$ cat src/sv/utt_pkg.sv
// Shared types, codes and helper functions for the Unicode to UTF-32 transcoder.
package utt_pkg;

   // Byte-order-mark window; the last byte is the one that resolves the mark
   localparam int unsigned SNIFF_BYTES = 4;
   localparam int unsigned SNIFF_CW    = $clog2(SNIFF_BYTES);

   // Encoding codes (register value and format_in_use)
   localparam logic [2:0] FMT_AUTO  = 3'd0;
   localparam logic [2:0] FMT_UTF8  = 3'd1;
   localparam logic [2:0] FMT_U16LE = 3'd2;
   localparam logic [2:0] FMT_U16BE = 3'd3;
   localparam logic [2:0] FMT_U32LE = 3'd4;
   localparam logic [2:0] FMT_U32BE = 3'd5;

   // Status codes
   localparam logic [2:0] ST_OK          = 3'd0;
   localparam logic [2:0] ST_NONCHAR     = 3'd1;
   localparam logic [2:0] ST_CONTROL     = 3'd2;
   localparam logic [2:0] ST_LONE_LOW    = 3'd3;
   localparam logic [2:0] ST_BAD_PAIR    = 3'd4;
   localparam logic [2:0] ST_BAD_START   = 3'd5;
   localparam logic [2:0] ST_INCOMPLETE  = 3'd6;
   localparam logic [2:0] ST_UNKNOWN_FMT = 3'd7;

   // Byte-order marks, first byte in element 0
   localparam logic [3:0][7:0] MARK_U32LE = {8'h00, 8'h00, 8'hFE, 8'hFF};
   localparam logic [3:0][7:0] MARK_U32BE = {8'hFF, 8'hFE, 8'h00, 8'h00};
   localparam logic [2:0][7:0] MARK_UTF8  = {8'hBF, 8'hBB, 8'hEF};
   localparam logic [1:0][7:0] MARK_U16LE = {8'hFE, 8'hFF};
   localparam logic [1:0][7:0] MARK_U16BE = {8'hFF, 8'hFE};

   typedef struct packed {
      logic [7:0] data_byte;
      logic       end_of_stream;
   } req_type;

   typedef struct packed {
      logic [31:0] code_point;
      logic        has_code_point;
      logic [2:0]  status;
      logic [2:0]  format_in_use;
      logic        stream_done;
   } rsp_type;

   // Decoder working state; a held high surrogate keeps only its low ten bits
   typedef struct packed {
      logic [31:0] partial;
      logic [1:0]  need;
      logic [1:0]  held;
      logic        hs_vld;
      logic [9:0]  hs_bits;
      logic        last_cr;
   } utt_dec_state_type;

   typedef struct packed {
      logic [2:0]                        fmt;
      logic [SNIFF_BYTES-2:0][7:0]       sniff;
      logic [SNIFF_CW-1:0]               sniff_cnt;
      utt_dec_state_type                 dec;
      logic [2:0]                        fatal;
   } utt_state_type;

   typedef struct packed {
      logic        vld;
      logic        has;
      logic [31:0] cp;
      logic [2:0]  status;
   } utt_res_type;

   // Mark detection outcome handed to the top-level control
   typedef struct packed {
      logic       found;
      logic [2:0] fmt;
      logic       dec_en;
      logic       preload;
   } utt_mark_type;

   typedef struct packed {
      logic        vld;
      logic [31:0] cp;
      logic [2:0]  status;
      logic        last_cr;
   } utt_emit_type;

   function automatic logic utt_is_nonchar(input logic [31:0] c);
      return (c <= 32'h0010_FFFF) &&
             (((c >= 32'h0000_FDD0) && (c <= 32'h0000_FDEF)) || (c[15:1] == 15'h7FFF));
   endfunction

   function automatic logic utt_is_control(input logic [31:0] c);
      return (c != 32'h0) && ((c < 32'h20) || (c == 32'h7F)) &&
             (c != 32'h09) && (c != 32'h0A) && (c != 32'h0C) && (c != 32'h0D);
   endfunction

   // Classify a code point, fold CR/CRLF into LF, track the CR flag
   function automatic utt_emit_type utt_emit(input logic [31:0] c,
                                             input logic [2:0]  base,
                                             input logic        last_cr);
      utt_emit_type e;
      e.vld     = 1'b1;
      e.cp      = c;
      e.status  = base;
      e.last_cr = (c == 32'h0D);
      priority if (utt_is_nonchar(c)) begin
         e.status = ST_NONCHAR;
      end else if (utt_is_control(c)) begin
         e.status = ST_CONTROL;
      end else if ((c == 32'h0A) || (c == 32'h0D)) begin
         e.cp     = 32'h0A;
         e.status = ST_OK;
         e.vld    = !(last_cr && (c == 32'h0A));
      end else begin
         e.status = base;
      end
      return e;
   endfunction

endpackage

$ cat src/sv/utt_mark_detect.sv
// Byte-order-mark matcher over the held sniff bytes plus the incoming byte.
module utt_mark_detect
   import utt_pkg::*;
(
   input  logic [SNIFF_BYTES-2:0][7:0] sniff,
   input  logic [SNIFF_CW-1:0]         sniff_cnt,
   input  logic [7:0]                  data_byte,
   output utt_mark_type                mark
);

   logic [2:0] cnt_after;
   logic [7:0] v0;
   logic [7:0] v1;
   logic [7:0] v2;
   logic       m32le;
   logic       m32be;
   logic       m8;
   logic       m16le;
   logic       m16be;

   // Assemble the window: held bytes first, then the current byte
   assign cnt_after = {1'b0, sniff_cnt} + 3'd1;
   assign v0 = (sniff_cnt >= 2'd1) ? sniff[0] : data_byte;
   assign v1 = (sniff_cnt >= 2'd2) ? sniff[1] : data_byte;
   assign v2 = (sniff_cnt == 2'd3) ? sniff[2] : data_byte;

   // Match in fixed order: 32-bit marks, then UTF-8, then 16-bit marks
   assign m32le = (cnt_after == 3'd4) && ({data_byte, v2, v1, v0} == MARK_U32LE);
   assign m32be = (cnt_after == 3'd4) && ({data_byte, v2, v1, v0} == MARK_U32BE);
   assign m8    = (cnt_after >= 3'd3) && ({v2, v1, v0} == MARK_UTF8);
   assign m16le = (cnt_after >= 3'd2) && ({v1, v0} == MARK_U16LE);
   assign m16be = (cnt_after >= 3'd2) && ({v1, v0} == MARK_U16BE);

   always_comb begin
      mark = '0;
      priority if (m32le) begin
         mark.found = 1'b1;
         mark.fmt   = FMT_U32LE;
      end else if (m32be) begin
         mark.found = 1'b1;
         mark.fmt   = FMT_U32BE;
      end else if (m8) begin
         mark.found  = 1'b1;
         mark.fmt    = FMT_UTF8;
         mark.dec_en = (cnt_after == 3'd4);
      end else if (m16le || m16be) begin
         // leftover bytes after a two-byte mark: byte 2 preloads, the current one decodes
         mark.found   = 1'b1;
         mark.fmt     = m16le ? FMT_U16LE : FMT_U16BE;
         mark.dec_en  = (cnt_after >= 3'd3);
         mark.preload = (cnt_after == 3'd4);
      end else begin
         mark = '0;
      end
   end

endmodule

$ cat src/sv/utt_decode.sv
// One-byte decode step for UTF-8, UTF-16 and UTF-32 with character classification.
module utt_decode
   import utt_pkg::*;
(
   input  logic [2:0]        fmt,
   input  utt_dec_state_type cur,
   input  logic [7:0]        data_byte,
   output utt_dec_state_type nxt,
   output utt_res_type       res,
   output logic              bad_start
);

   logic [31:0]       emit_cp;
   logic [2:0]        emit_base;
   logic              emit_en;
   logic              drop_pair;
   logic [31:0]       u8_shift;
   logic [15:0]       unit;
   logic [31:0]       u32le_word;
   logic [31:0]       u32be_word;
   utt_emit_type      emit_out;
   utt_dec_state_type nxt_step;

   // Candidate words for each format
   assign u8_shift   = {cur.partial[25:0], data_byte[5:0]};
   assign unit       = (fmt == FMT_U16LE) ? {data_byte, cur.partial[7:0]}
                                          : {cur.partial[7:0], data_byte};
   assign u32le_word = cur.partial | ({24'd0, data_byte} << {cur.held, 3'b000});
   assign u32be_word = {cur.partial[23:0], data_byte};

   always_comb begin
      nxt_step  = cur;
      emit_en   = 1'b0;
      emit_cp   = '0;
      emit_base = ST_OK;
      drop_pair = 1'b0;
      bad_start = 1'b0;
      unique case (fmt)
         FMT_UTF8: begin
            if (cur.need == 2'd0) begin
               // start byte sets the length
               priority if (!data_byte[7]) begin
                  emit_en = 1'b1;
                  emit_cp = {24'd0, data_byte};
               end else if (data_byte[7:5] == 3'b110) begin
                  nxt_step.partial = {27'd0, data_byte[4:0]};
                  nxt_step.need    = 2'd1;
                  nxt_step.held    = 2'd1;
               end else if (data_byte[7:4] == 4'b1110) begin
                  nxt_step.partial = {28'd0, data_byte[3:0]};
                  nxt_step.need    = 2'd2;
                  nxt_step.held    = 2'd1;
               end else if (data_byte[7:3] == 5'b11110) begin
                  nxt_step.partial = {29'd0, data_byte[2:0]};
                  nxt_step.need    = 2'd3;
                  nxt_step.held    = 2'd1;
               end else begin
                  bad_start = 1'b1;
               end
            end else if (cur.need == 2'd1) begin
               emit_en          = 1'b1;
               emit_cp          = u8_shift;
               nxt_step.partial = '0;
               nxt_step.need    = 2'd0;
               nxt_step.held    = 2'd0;
            end else begin
               nxt_step.partial = u8_shift;
               nxt_step.need    = cur.need - 2'd1;
               nxt_step.held    = cur.held + 2'd1;
            end
         end
         FMT_U16LE, FMT_U16BE: begin
            if (cur.held == 2'd0) begin
               nxt_step.partial = {24'd0, data_byte};
               nxt_step.held    = 2'd1;
            end else begin
               nxt_step.partial = '0;
               nxt_step.held    = 2'd0;
               priority if (cur.hs_vld) begin
                  // join or drop the pair
                  nxt_step.hs_vld = 1'b0;
                  if (unit[15:10] == 6'b110111) begin
                     emit_en = 1'b1;
                     emit_cp = 32'h0001_0000 + {12'd0, cur.hs_bits, unit[9:0]};
                  end else begin
                     drop_pair = 1'b1;
                  end
               end else if (unit[15:10] == 6'b110110) begin
                  nxt_step.hs_vld  = 1'b1;
                  nxt_step.hs_bits = unit[9:0];
               end else if (unit[15:10] == 6'b110111) begin
                  emit_en   = 1'b1;
                  emit_cp   = {16'd0, unit};
                  emit_base = ST_LONE_LOW;
               end else begin
                  emit_en = 1'b1;
                  emit_cp = {16'd0, unit};
               end
            end
         end
         FMT_U32LE, FMT_U32BE: begin
            if (cur.held == 2'd3) begin
               emit_en          = 1'b1;
               emit_cp          = (fmt == FMT_U32LE) ? u32le_word : u32be_word;
               nxt_step.partial = '0;
               nxt_step.held    = 2'd0;
            end else begin
               nxt_step.partial = (fmt == FMT_U32LE) ? u32le_word : u32be_word;
               nxt_step.held    = cur.held + 2'd1;
            end
         end
         default: begin
            nxt_step = cur;
         end
      endcase
   end

   assign emit_out = utt_emit(emit_cp, emit_base, cur.last_cr);

   // Merge the emitted character or the dropped-pair report
   always_comb begin
      nxt = nxt_step;
      res = '0;
      if (emit_en) begin
         nxt.last_cr = emit_out.last_cr;
         res.vld     = emit_out.vld;
         res.has     = 1'b1;
         res.cp      = emit_out.cp;
         res.status  = emit_out.status;
      end else if (drop_pair) begin
         res.vld    = 1'b1;
         res.status = ST_BAD_PAIR;
      end
   end

endmodule

$ cat src/sv/utt_rsp_fifo.sv
// Two-entry result buffer that decouples the decode step from output stalls.
module utt_rsp_fifo
   import utt_pkg::*;
(
   input  logic    clock,
   input  logic    reset,
   input  logic    push,
   input  rsp_type push_data,
   output logic    room,
   output logic    rsp_valid,
   input  logic    rsp_stall,
   output rsp_type rsp_data
);

   rsp_type    entry_ff [2];
   rsp_type    entry_in [2];
   logic       wr_ptr_ff;
   logic       wr_ptr_in;
   logic       rd_ptr_ff;
   logic       rd_ptr_in;
   logic [1:0] cnt_ff;
   logic [1:0] cnt_in;
   logic       pop;

   assign room      = (cnt_ff != 2'd2);
   assign rsp_valid = (cnt_ff != 2'd0);
   assign rsp_data  = entry_ff[rd_ptr_ff];
   assign pop       = rsp_valid && !rsp_stall;

   // Advance pointers and count on each transfer
   always_comb begin
      entry_in            = entry_ff;
      wr_ptr_in           = wr_ptr_ff;
      rd_ptr_in           = rd_ptr_ff;
      cnt_in              = cnt_ff;
      if (push) begin
         entry_in[wr_ptr_ff] = push_data;
         wr_ptr_in           = !wr_ptr_ff;
      end
      if (pop) begin
         rd_ptr_in = !rd_ptr_ff;
      end
      unique case ({push, pop})
         2'b10:   cnt_in = cnt_ff + 2'd1;
         2'b01:   cnt_in = cnt_ff - 2'd1;
         default: cnt_in = cnt_ff;
      endcase
   end

   always_ff @(posedge clock) begin
      if (reset) begin
         wr_ptr_ff <= 1'b0;
         rd_ptr_ff <= 1'b0;
         cnt_ff    <= 2'd0;
      end else begin
         wr_ptr_ff <= wr_ptr_in;
         rd_ptr_ff <= rd_ptr_in;
         cnt_ff    <= cnt_in;
      end
   end

   always_ff @(posedge clock) begin
      entry_ff <= entry_in;
   end

endmodule

$ cat src/sv/unicode_to_utf32_transcoder_top.sv
// Path: a byte taken into the input register is decoded combinationally and its result, if any,
// is written into the two-entry result buffer, whose head entry drives rsp_*. Throughput: one byte
// per cycle, set by the combinational decode step between the two; it holds under output stalls
// as long as the buffer has a free entry.
// Reset (synchronous, active high): format register to auto, stream state cleared,
// input register and result buffer empty.
module unicode_to_utf32_transcoder_top
   import utt_pkg::*;
(
   input  logic       clock,
   input  logic       reset,
   input  logic       req_valid,
   output logic       req_stall,
   input  req_type    req_data,
   output logic       rsp_valid,
   input  logic       rsp_stall,
   output rsp_type    rsp_data,
   input  logic       csr_wr_en,
   input  logic [2:0] csr_wr_data
);

   localparam logic [SNIFF_CW-1:0] SNIFF_LAST = SNIFF_CW'(SNIFF_BYTES - 1);

   logic              [2:0] cfg_ff;
   logic              [2:0] cfg_in;
   logic                    in_vld_ff;
   logic                    in_vld_in;
   req_type                 in_item_ff;
   req_type                 in_item_in;
   utt_state_type           state_ff;
   utt_state_type           state_in;
   utt_state_type           step_nxt;

   logic                    room;
   logic                    advance;
   logic                    accept;
   logic                    push;
   rsp_type                 push_data;
   utt_res_type             res;
   logic              [2:0] fmt_out;

   utt_mark_type            mark;
   logic                    sniff_last;
   logic                    dec_en;
   logic              [2:0] dec_fmt;
   utt_dec_state_type       dec_base;
   utt_dec_state_type       dec_nxt;
   utt_res_type             dec_res;
   logic                    bad_start;

   // Input register handshake
   assign advance   = in_vld_ff && room;
   assign req_stall = in_vld_ff && !room;
   assign accept    = req_valid && !req_stall;
   assign in_vld_in = accept || (in_vld_ff && !advance);
   assign in_item_in = accept ? req_data : in_item_ff;
   assign cfg_in     = csr_wr_en ? csr_wr_data : cfg_ff;

   utt_mark_detect u_mark (
      .sniff     (state_ff.sniff),
      .sniff_cnt (state_ff.sniff_cnt),
      .data_byte (in_item_ff.data_byte),
      .mark      (mark)
   );

   // Pick decoder format and starting state
   assign sniff_last = (state_ff.sniff_cnt == SNIFF_LAST) || in_item_ff.end_of_stream;

   always_comb begin
      dec_fmt  = state_ff.fmt;
      dec_base = state_ff.dec;
      dec_en   = 1'b0;
      if (state_ff.fatal == ST_OK) begin
         priority if (state_ff.fmt != FMT_AUTO) begin
            dec_en = 1'b1;
         end else if (cfg_ff == FMT_AUTO) begin
            if (sniff_last && mark.found) begin
               dec_fmt = mark.fmt;
               dec_en  = mark.dec_en;
               if (mark.preload) begin
                  dec_base.partial = {24'd0, state_ff.sniff[SNIFF_BYTES-2]};
                  dec_base.held    = 2'd1;
               end
            end
         end else if (cfg_ff <= FMT_U32BE) begin
            dec_fmt = cfg_ff;
            dec_en  = 1'b1;
         end else begin
            dec_en = 1'b0;
         end
      end
   end

   utt_decode u_decode (
      .fmt       (dec_fmt),
      .cur       (dec_base),
      .data_byte (in_item_ff.data_byte),
      .nxt       (dec_nxt),
      .res       (dec_res),
      .bad_start (bad_start)
   );

   // Merge sniffing, decoding, fatal errors and end of stream
   always_comb begin
      step_nxt = state_ff;
      res      = '0;
      if (state_ff.fatal == ST_OK) begin
         if (state_ff.fmt == FMT_AUTO) begin
            priority if (cfg_ff == FMT_AUTO) begin
               if (sniff_last) begin
                  step_nxt.sniff_cnt = '0;
                  if (mark.found) begin
                     step_nxt.fmt = mark.fmt;
                  end else begin
                     step_nxt.fatal = ST_UNKNOWN_FMT;
                     res.vld        = 1'b1;
                     res.status     = ST_UNKNOWN_FMT;
                  end
               end else begin
                  step_nxt.sniff[state_ff.sniff_cnt] = in_item_ff.data_byte;
                  step_nxt.sniff_cnt                 = state_ff.sniff_cnt + 1'b1;
               end
            end else if (cfg_ff <= FMT_U32BE) begin
               step_nxt.fmt = cfg_ff;
            end else begin
               step_nxt.fatal = ST_UNKNOWN_FMT;
               res.vld        = 1'b1;
               res.status     = ST_UNKNOWN_FMT;
            end
         end
         if (dec_en) begin
            step_nxt.dec = dec_nxt;
            if (bad_start) begin
               step_nxt.fatal = ST_BAD_START;
               res            = '0;
               res.vld        = 1'b1;
               res.status     = ST_BAD_START;
            end else begin
               res = dec_res;
            end
         end
         // cut-off sequence or pending high surrogate at the end
         if (in_item_ff.end_of_stream && (step_nxt.fatal == ST_OK) &&
             ((step_nxt.dec.held != 2'd0) || step_nxt.dec.hs_vld)) begin
            step_nxt.fatal = ST_INCOMPLETE;
            res            = '0;
            res.vld        = 1'b1;
            res.status     = ST_INCOMPLETE;
         end
      end
      fmt_out = step_nxt.fmt;
      if (in_item_ff.end_of_stream && !res.vld) begin
         res.vld    = 1'b1;
         res.has    = 1'b0;
         res.cp     = '0;
         res.status = step_nxt.fatal;
      end
      if (in_item_ff.end_of_stream) begin
         step_nxt = '0;
      end
   end

   assign state_in = advance ? step_nxt : state_ff;

   // Result transfer into the buffer
   assign push                     = advance && res.vld;
   assign push_data.code_point     = res.has ? res.cp : 32'd0;
   assign push_data.has_code_point = res.has;
   assign push_data.status         = res.status;
   assign push_data.format_in_use  = fmt_out;
   assign push_data.stream_done    = in_item_ff.end_of_stream;

   utt_rsp_fifo u_rsp_fifo (
      .clock     (clock),
      .reset     (reset),
      .push      (push),
      .push_data (push_data),
      .room      (room),
      .rsp_valid (rsp_valid),
      .rsp_stall (rsp_stall),
      .rsp_data  (rsp_data)
   );

   always_ff @(posedge clock) begin
      if (reset) begin
         cfg_ff    <= FMT_AUTO;
         in_vld_ff <= 1'b0;
         state_ff  <= '0;
      end else begin
         cfg_ff    <= cfg_in;
         in_vld_ff <= in_vld_in;
         state_ff  <= state_in;
      end
   end

   always_ff @(posedge clock) begin
      in_item_ff <= in_item_in;
   end

   // Every last byte of a stream reports a result
   assert property (@(posedge clock) disable iff (reset)
      (advance && in_item_ff.end_of_stream) |-> push)
      else $error("end of stream processed without a result");

   // Stream state returns to its cleared form after the last byte
   assert property (@(posedge clock) disable iff (reset)
      (advance && in_item_ff.end_of_stream) |=>
         ((state_ff.fatal == ST_OK) && (state_ff.fmt == FMT_AUTO) &&
          (state_ff.sniff_cnt == '0) && (state_ff.dec.held == 2'd0) && !state_ff.dec.hs_vld))
      else $error("stream state not cleared after end of stream");

   // A pending high surrogate exists only in the UTF-16 formats
   assert property (@(posedge clock) disable iff (reset)
      state_ff.dec.hs_vld |-> ((state_ff.fmt == FMT_U16LE) || (state_ff.fmt == FMT_U16BE)))
      else $error("high surrogate held outside UTF-16");

   // Sniff bytes are held only while the format is still open
   assert property (@(posedge clock) disable iff (reset)
      (state_ff.sniff_cnt != '0) |-> (state_ff.fmt == FMT_AUTO))
      else $error("sniff bytes held after format resolved");

endmodule

$ cat config.mk
export PLATFORM = sky130hd
export DESIGN_NAME = unicode_to_utf32_transcoder_top
export DESIGN_NICKNAME = d
export VERILOG_FILES = /design/src/sv/utt_pkg.sv /design/src/sv/utt_mark_detect.sv /design/src/sv/utt_decode.sv /design/src/sv/utt_rsp_fifo.sv /design/src/sv/unicode_to_utf32_transcoder_top.sv
export SDC_FILE = /design/constraint.sdc
export NUM_CORES = 1
export LEC_CHECK = 0
export BUFFER_PORTS_ARGS = -buffer_cell sky130_fd_sc_hd__buf_2
export CAP_MARGIN = 30
export CELL_PAD_IN_SITES_DETAIL_PLACEMENT = 0
export CELL_PAD_IN_SITES_GLOBAL_PLACEMENT = 1
export CORE_MARGIN = 5
export CORE_UTILIZATION = 43
export CTS_CLUSTER_DIAMETER = 200
export CTS_CLUSTER_SIZE = 16
export DETAILED_ROUTE_END_ITERATION = 7
export PLACE_DENSITY = 0.78
export SETUP_SLACK_MARGIN = 0.5
export SYNTH_ARGS = -nofsm -noshare
export SYNTH_HDL_FRONTEND = slang
export SYNTH_SLANG_ARGS = --single-unit
$ cat constraint.sdc
create_clock -name clock -period 7.4 [get_ports clock]
set_input_delay 1.48 -clock clock [delete_from_list [all_inputs] [get_ports clock]]
set_output_delay 1.48 -clock clock [all_outputs]
set_load 0.05 [all_outputs]
# --- Word level (Yosys, flattened, before mapping) ---
# Cells that the tools add are included.
op_classes:
  addsub: 7
  n_lt_le_gt_ge: 14
  n_eq_ne: 35
  shift: 1
  muxes: 140
  bitwise: 3
  reduce_logical: 68
ops:
  columns: ["cell", "n"]
  rows:
  - ["32-bit two-way mux", 14]
  - ["36-bit two-way mux", 6]
  - ["32-bit one-hot mux with 3 select lines", 2]
  - ["37-bit two-way mux", 5]
  - ["40-bit two-way mux", 4]
  - ["80-bit two-way mux", 2]
  - ["33-bit two-way mux", 4]
  - ["32-bit by 4-bit != test with 1-bit output (second input constant)", 4]
  - ["51-bit two-way mux", 2]
  - ["3-bit two-way mux", 29]
  - ["80-bit bitwise mux", 1]
  - ["32-bit by 4-bit equality test with 1-bit output (second input constant)", 2]
  - ["40-bit demux with 1-bit select", 1]
  - ["8-bit two-way mux", 5]
  - ["1-bit two-way mux", 35]
  - ["11-bit two-way mux", 3]
  - ["16-bit equality test (second input constant)", 2]
  - ["32-bit by 16-bit equality test with 1-bit output (second input constant)", 1]
  - ["32-bit equality test (second input constant)", 1]
  - ["32-bit by 7-bit equality test with 1-bit output (second input constant)", 1]
  - ["32-bit by 16-bit >= comparator with 1-bit output (second input constant)", 1]
  - ["32-bit by 16-bit <= comparator with 1-bit output (second input constant)", 1]
  - ["32-bit by 21-bit <= comparator with 1-bit output (second input constant)", 1]
  - ["32-bit by 6-bit less-than comparator with 1-bit output (second input constant)", 1]
  - ["56 further kinds", 140]
word_totals:
  reg_bits: 177
  inputBits: 17
  out_inout_bits: 42
  wordCells: 297

# --- Logic depth before layout (Yosys ltp) ---
logic_depth:
  depth_word: 41
  mapped_depth: 27
  depth_no_buf: 23

# --- Cells and area by module ---
# A second synthesis with hierarchy kept.
hier_totals:
  hier_cells: 1344
  area_unflattened_um2: 11617.4
by_module_without_submodules:
  columns: ["module", "n_inst", "cells_per_inst", "area_each_um2", "seq_area_each_um2"]
  rows:
  - ["unicode_to_utf32_transcoder_top", 1, 523, 4471.8, 1951.9]
  - ["utt_decode", 1, 586, 3469.6, 0.0]
  - ["utt_rsp_fifo", 1, 148, 3067.9, 2482.4]
  - ["utt_mark_detect", 1, 87, 608.1, 0.0]

# --- Worst setup path before layout ---
# OpenSTA, ideal clock, no wires.
synth_timing:
  path_type: "register -> register"
  startpoint: "reg state_ff[52] (netlist bit)"
  endpoint: "reg u_rsp_fifo.entry_ff[40] (netlist bit), enable pin"
  setup_ns: 0.442
  arrival_time_ns: 6.584
  required_ns: 6.958
  setup_slack_ns: 0.374
  path_stages_with_launch: 23
  path_buffers: 4
  period_less_slack_ns: 7.026
  cell_sequence: "dfxtp_1 buf_6 inv_1 ha_1 buf_2 and4b_1 a22oi_1 nor4_1 a22oi_2 nand2_1 clkbuf_1 clkbuf_1 and2_1 inv_1 ha_1 a2111oi_2 nand2_1 nor4_1 o41a_1 o21ai_0 a21bo_2 o21ai_1 nor2b_1"
synth_between:
  elab_chain_cells: 39
  elab_cells_between_ends: 152
  classes_between: "add/sub: 3; order compare: 8; eq/ne: 23; shift: 1; mux: 84; bitwise: 1; reduce/logical: 32"
synth_lines:
  columns: ["element", "line", "text"]
  rows:
  - ["from (decl)", "unicode_to_utf32_transcoder_top.sv:30", "utt_state_type state_ff;"]
  - ["from (signal assigned)", "unicode_to_utf32_transcoder_top.sv:192", "state_ff <= state_in;"]
  - ["2-bit by 1-bit >= comparator with 1-bit output / 2-bit >= comparator (equally long branches)", "utt_mark_detect.sv:23, utt_mark_detect.sv:24", null]
  - ["8-bit two-way mux, on equally long branches", "utt_mark_detect.sv:23, utt_mark_detect.sv:24", null]
  - ["16-bit equality test, on equally long branches", "utt_mark_detect.sv:31, utt_mark_detect.sv:32", null]
  - ["1-bit logical AND, on equally long branches", "utt_mark_detect.sv:31, utt_mark_detect.sv:32", null]
  - ["1-bit logical OR", "utt_mark_detect.sv:46", "end else if (m16le || m16be) begin"]
  - ["6-bit two-way mux", "utt_mark_detect.sv:46", null]
  - ["5-bit two-way mux", "utt_mark_detect.sv:42", "end else if (m8) begin"]
  - ["4-bit two-way mux", "utt_mark_detect.sv:39", "end else if (m32be) begin"]
  - ["[23 not listed]", null, null]
  - ["37-bit two-way mux", "unicode_to_utf32_transcoder_top.sv:133", "if (bad_start) begin"]
  - ["37-bit two-way mux", "unicode_to_utf32_transcoder_top.sv:131", "if (dec_en) begin"]
  - ["37-bit two-way mux *", "unicode_to_utf32_transcoder_top.sv:143", "if (in_item_ff.end_of_stream && (step_nxt.fatal == ST_OK) &&"]
  - ["37-bit two-way mux *", "unicode_to_utf32_transcoder_top.sv:107", "if (state_ff.fatal == ST_OK) begin"]
  - ["1-bit zero test", "unicode_to_utf32_transcoder_top.sv:152", "if (in_item_ff.end_of_stream && !res.vld) begin"]
  - ["1-bit logical AND", "unicode_to_utf32_transcoder_top.sv:152", null]
  - ["37-bit two-way mux *", "unicode_to_utf32_transcoder_top.sv:152", null]
  - ["1-bit logical AND *", "unicode_to_utf32_transcoder_top.sv:166", "assign push = advance && res.vld;"]
  - ["to (signal assigned)", "utt_rsp_fifo.sv:63", "entry_ff <= entry_in;"]
  - ["to (decl)", "utt_rsp_fifo.sv:15", "rsp_type entry_ff [2];"]
# Mark *: on every way between the ends. The rest lies on a longest branch, timed or not. The select of a mux whose other input is x is not followed.
# A chain may end at the register's enable or synchronous reset.

# --- Worst setup path after layout ---
layout_timing:
  startpoint: "reg state_ff[52] (netlist bit)"
  endpoint: "reg u_rsp_fifo.cnt_ff[1]"
layout_between:
  elab_chain_cells: 41
  elab_cells_between_ends: 156
  classes_between: "add/sub: 3; order compare: 8; eq/ne: 25; shift: 1; mux: 85; bitwise: 1; reduce/logical: 33"
layout_lines:
  columns: ["element", "line", "text"]
  rows:
  - ["2-bit by 1-bit >= comparator with 1-bit output / 2-bit >= comparator (equally long branches)", "utt_mark_detect.sv:23, utt_mark_detect.sv:24", null]
  - ["8-bit two-way mux, on equally long branches", "utt_mark_detect.sv:23, utt_mark_detect.sv:24", null]
  - ["16-bit equality test, on equally long branches", "utt_mark_detect.sv:31, utt_mark_detect.sv:32", null]
  - ["1-bit logical AND, on equally long branches", "utt_mark_detect.sv:31, utt_mark_detect.sv:32", null]
  - ["1-bit logical OR", "utt_mark_detect.sv:46", null]
  - ["6-bit two-way mux", "utt_mark_detect.sv:46", null]
  - ["5-bit two-way mux", "utt_mark_detect.sv:42", null]
  - ["4-bit two-way mux", "utt_mark_detect.sv:39", null]
  - ["[25 not listed]", null, null]
  - ["37-bit two-way mux *", "unicode_to_utf32_transcoder_top.sv:143", null]
  - ["37-bit two-way mux *", "unicode_to_utf32_transcoder_top.sv:107", null]
  - ["1-bit zero test", "unicode_to_utf32_transcoder_top.sv:152", null]
  - ["1-bit logical AND", "unicode_to_utf32_transcoder_top.sv:152", null]
  - ["37-bit two-way mux *", "unicode_to_utf32_transcoder_top.sv:152", null]
  - ["1-bit logical AND *", "unicode_to_utf32_transcoder_top.sv:166", null]
  - ["2-bit by 1-bit equality test with 1-bit output / 2-bit equality test (equally long branches)", "utt_rsp_fifo.sv:43", "unique case ({push, pop})"]
  - ["2-bit one-hot mux with 2 select lines / 2-bit nonzero test (equally long branches)", null, null]
  - ["to (signal assigned)", "utt_rsp_fifo.sv:58", "cnt_ff <= cnt_in;"]
  - ["to (decl)", "utt_rsp_fifo.sv:21", "logic [1:0] cnt_ff;"]
# Marked as above.

==> reports/qor.yml <==
status: "finished, final reports clean"
synth_area_um2: 11100
gp_congestion: 1.00
cp-end-kind: "flop"
antenna_left: 0
crit_start: "state_ff[52]"
fill_cells: 2509
viasPerCell: 6.46
pin_count: 59
p_per_area_nw_per_um2: 221
cp.required_ns: 7.77
synth_cells: 1279
yosysSeqAreaShare_pct: 40.0
rsz0062_at_grt: "false"
ys_ff_latch: 177
clockBufferDepth: 2
yosysWarnings: 0
worst_hold_startpoint: "dec_base[3]"
crit_type: "flop to flop"
grt_pass1_vias: 9898
seqCellArea_um2: 4440
period_minus_slack_ns: 6.45
fin_nets: 1320
cts-root-buf: "clkbuf_16"
top_usage_layer: "met2"
grt-ovfl-total: 0
syn_to_final_growth_pct: 10.7
finalSetupTns_ns: 0
grt_start_max_net_pins: 47
tightest_slew_ns: 0.980
die_x_um: 171
synth_top_area_cell: "edfxtp_1"
r2r_cells: 19
cts_tree: "done"
drc_errors: 0
synth_area_leaders: "edfxtp_1, dfxtp_1, mux2_2"
max_freq_mhz: 155
antenna_found_initial: 0
period_share_pct: 87.1
netlist.area_leader.share_pct: 24.1
synth_enable_flop_cells: 89
synth_area_per_cell_um2: 8.67
num_vias: 10569
yosysUniqueCellTypes: 92
diodes: 0
crit_arrival_ns: 6.81
met3_usage_pct: 4.09
synthFlopType: "edfxtp_1"
initial_core_util_pct: 43.9
power_mw: 2.72
final_cell_mix: "nor2_1, a21oi_1, nand2_1"
dp_cells: 1601
clock_skew_ns: 0.0171
drive_above_1_share_pct: 16.8
fp-row-count: 58
fin_util_pct: 48.6
path_clk_slew_ns: 0.08
setup_viol: 0
die_h_um: 171
finalNonFillerCells: 1635
drt-pass1-iter-count: 6
r2r_start: "state_ff[52]"
critPathMaxFanout: 17
critPathLaunchType: "flop"
synthArstFlopShare_pct: 0
cap_viol_max_count: 0
slew_headroom_pct: 34.7
track_usage_pct: 26.2
grt_pass1_wl_mm: 59.4
syn_nets: 1307
port_buffers: 58
cts.sinks: 177
p_leak_nw: 4.31
cts_inserted_buffers: 17
post_drt_wl_per_cell_um: 23.4
pre_cts_ws_ns: 0.887
multi_input_area_um2: 6090
dieArea_um2: 29100
maxSlewViolCount: 0
fin_ws_ns: 0.952
whs_path_depth: 2
cts_max_level: 4
finalWirelength_mm: 38.2
grtUsageMet1_pct: 37.2
hp-class: "flop to flop"
hold_buffers: 0
coreArea_um2: 25300
clk_latency_ns: 0.45
peakVddDrop_mv: 0.115
drt-initial-drc-count: 1321
grt_util_met2_pct: 41.0
hold_violations: 0
hpwl_mm: 27.2
final_common_cell: "nor2_1"
==> cell families after synthesis <==
| logic type | synth area share [%] |
|---|---|
| compound gates | 24.3 |
| xor+xnor | 0.632 |
| fa+ha+maj | 1.24 |
| buf+inv | 5.38 |
| flops | 40.0 |
| mux | 7.01 |
| simple gates | 21.5 |
==> layer usage <==
layer / wire length [um] / vias to the layer above / part of all wire, %
li1: - / 4883 / -
met1: 16700 / 5104 / 44
met2: 17500 / 513 / 46
met3: 3090 / 69 / 8.1
met4: 960 / 0 / 2.5
met5: 0 / - / 0
==> timing repair <==
action,in CTS,in global routing
buffers inserted,0,0
gates resized for setup,0,1
endpoints found under the setup margin,0,1
==> path summary, 6_finish.rpt <==
check	end	slack [ns]
setup / recovery	u_rsp_fifo.cnt_ff[1]	0.95
hold / removal	dec_base[3]	0.46
setup reg to reg	u_rsp_fifo.cnt_ff[1]	0.95
hold reg to reg	dec_base[3]	0.46
==> flip-flops by register name, indices dropped and copies added, names as in the netlist <==
| register | cells |
|---|---|
| dec_base | 14 |
| state_ff | 66 |
| u_rsp_fifo.wr_ptr_ff | 1 |
| in_vld_ff | 1 |
| in_item_ff | 9 |
| cfg_ff | 3 |
| u_rsp_fifo.cnt_ff | 2 |
| u_rsp_fifo.rd_ptr_ff | 1 |
| u_rsp_fifo.entry_ff | 80 |
==> cells in the mapped netlist, types with 18 or more instances <==
library cell  count
nor2_1          145
buf_2            18
nand2_1          95
a21oi_1         104
mux2_2           49
o21ai_0          56
nand3_1          81
nor4_1           18
mux2i_1          21
inv_1            24
edfxtp_1         89
clkbuf_1         68
nor3_1           29
nand4_1          22
dfxtp_1          88
a22oi_1          61
==> metrics by stage <==
stage | hold WS (ns) | cell area, um^2
3_3_place_gp | 0.442 | 11600
6_report | 0.460 | 12300
3_5_place_dp | 0.451 | 11700
5_1_grt | 0.498 | 12300
4_1_cts | 0.461 | 12200
2_1_floorplan | 0.432 | 11100
==> power by group <==
part,switching [mW],internal [mW]
clock network,0.469,0.454
logic,0.467,0.202
registers,0.0597,1.07
total,0.995,1.72
==> critical path, stage by stage (launching register included) <==
cell and delay [ns]:
dfxtp_1 0.59, inv_1 0.13, ha_1 0.37, and4b_1 0.35
a31oi_2 0.07, or4_4 0.59, or4_1 0.51, o21a_1 0.31
buf_4 0.23, and3_1 0.28, buf_4 0.26, a32oi_1 0.45
and4b_1 0.27, nand4b_1 0.18, nor4_1 0.49, o21ai_1 0.24
inv_1 0.24, ha_1 0.30, or3_1 0.35, a21oi_1 0.14
==> final cells by class <==
cell class	instances	share of cell area, %
multi-input cells	968	49.6
flip-flops and latches	177	36.1
repair buffers	101	5.30
clock buffers	17	3.47
well taps	330	3.36
clock inverters	15	1.29
inverters	27	0.846
Note: power is estimated with default switching activity, not from simulation.
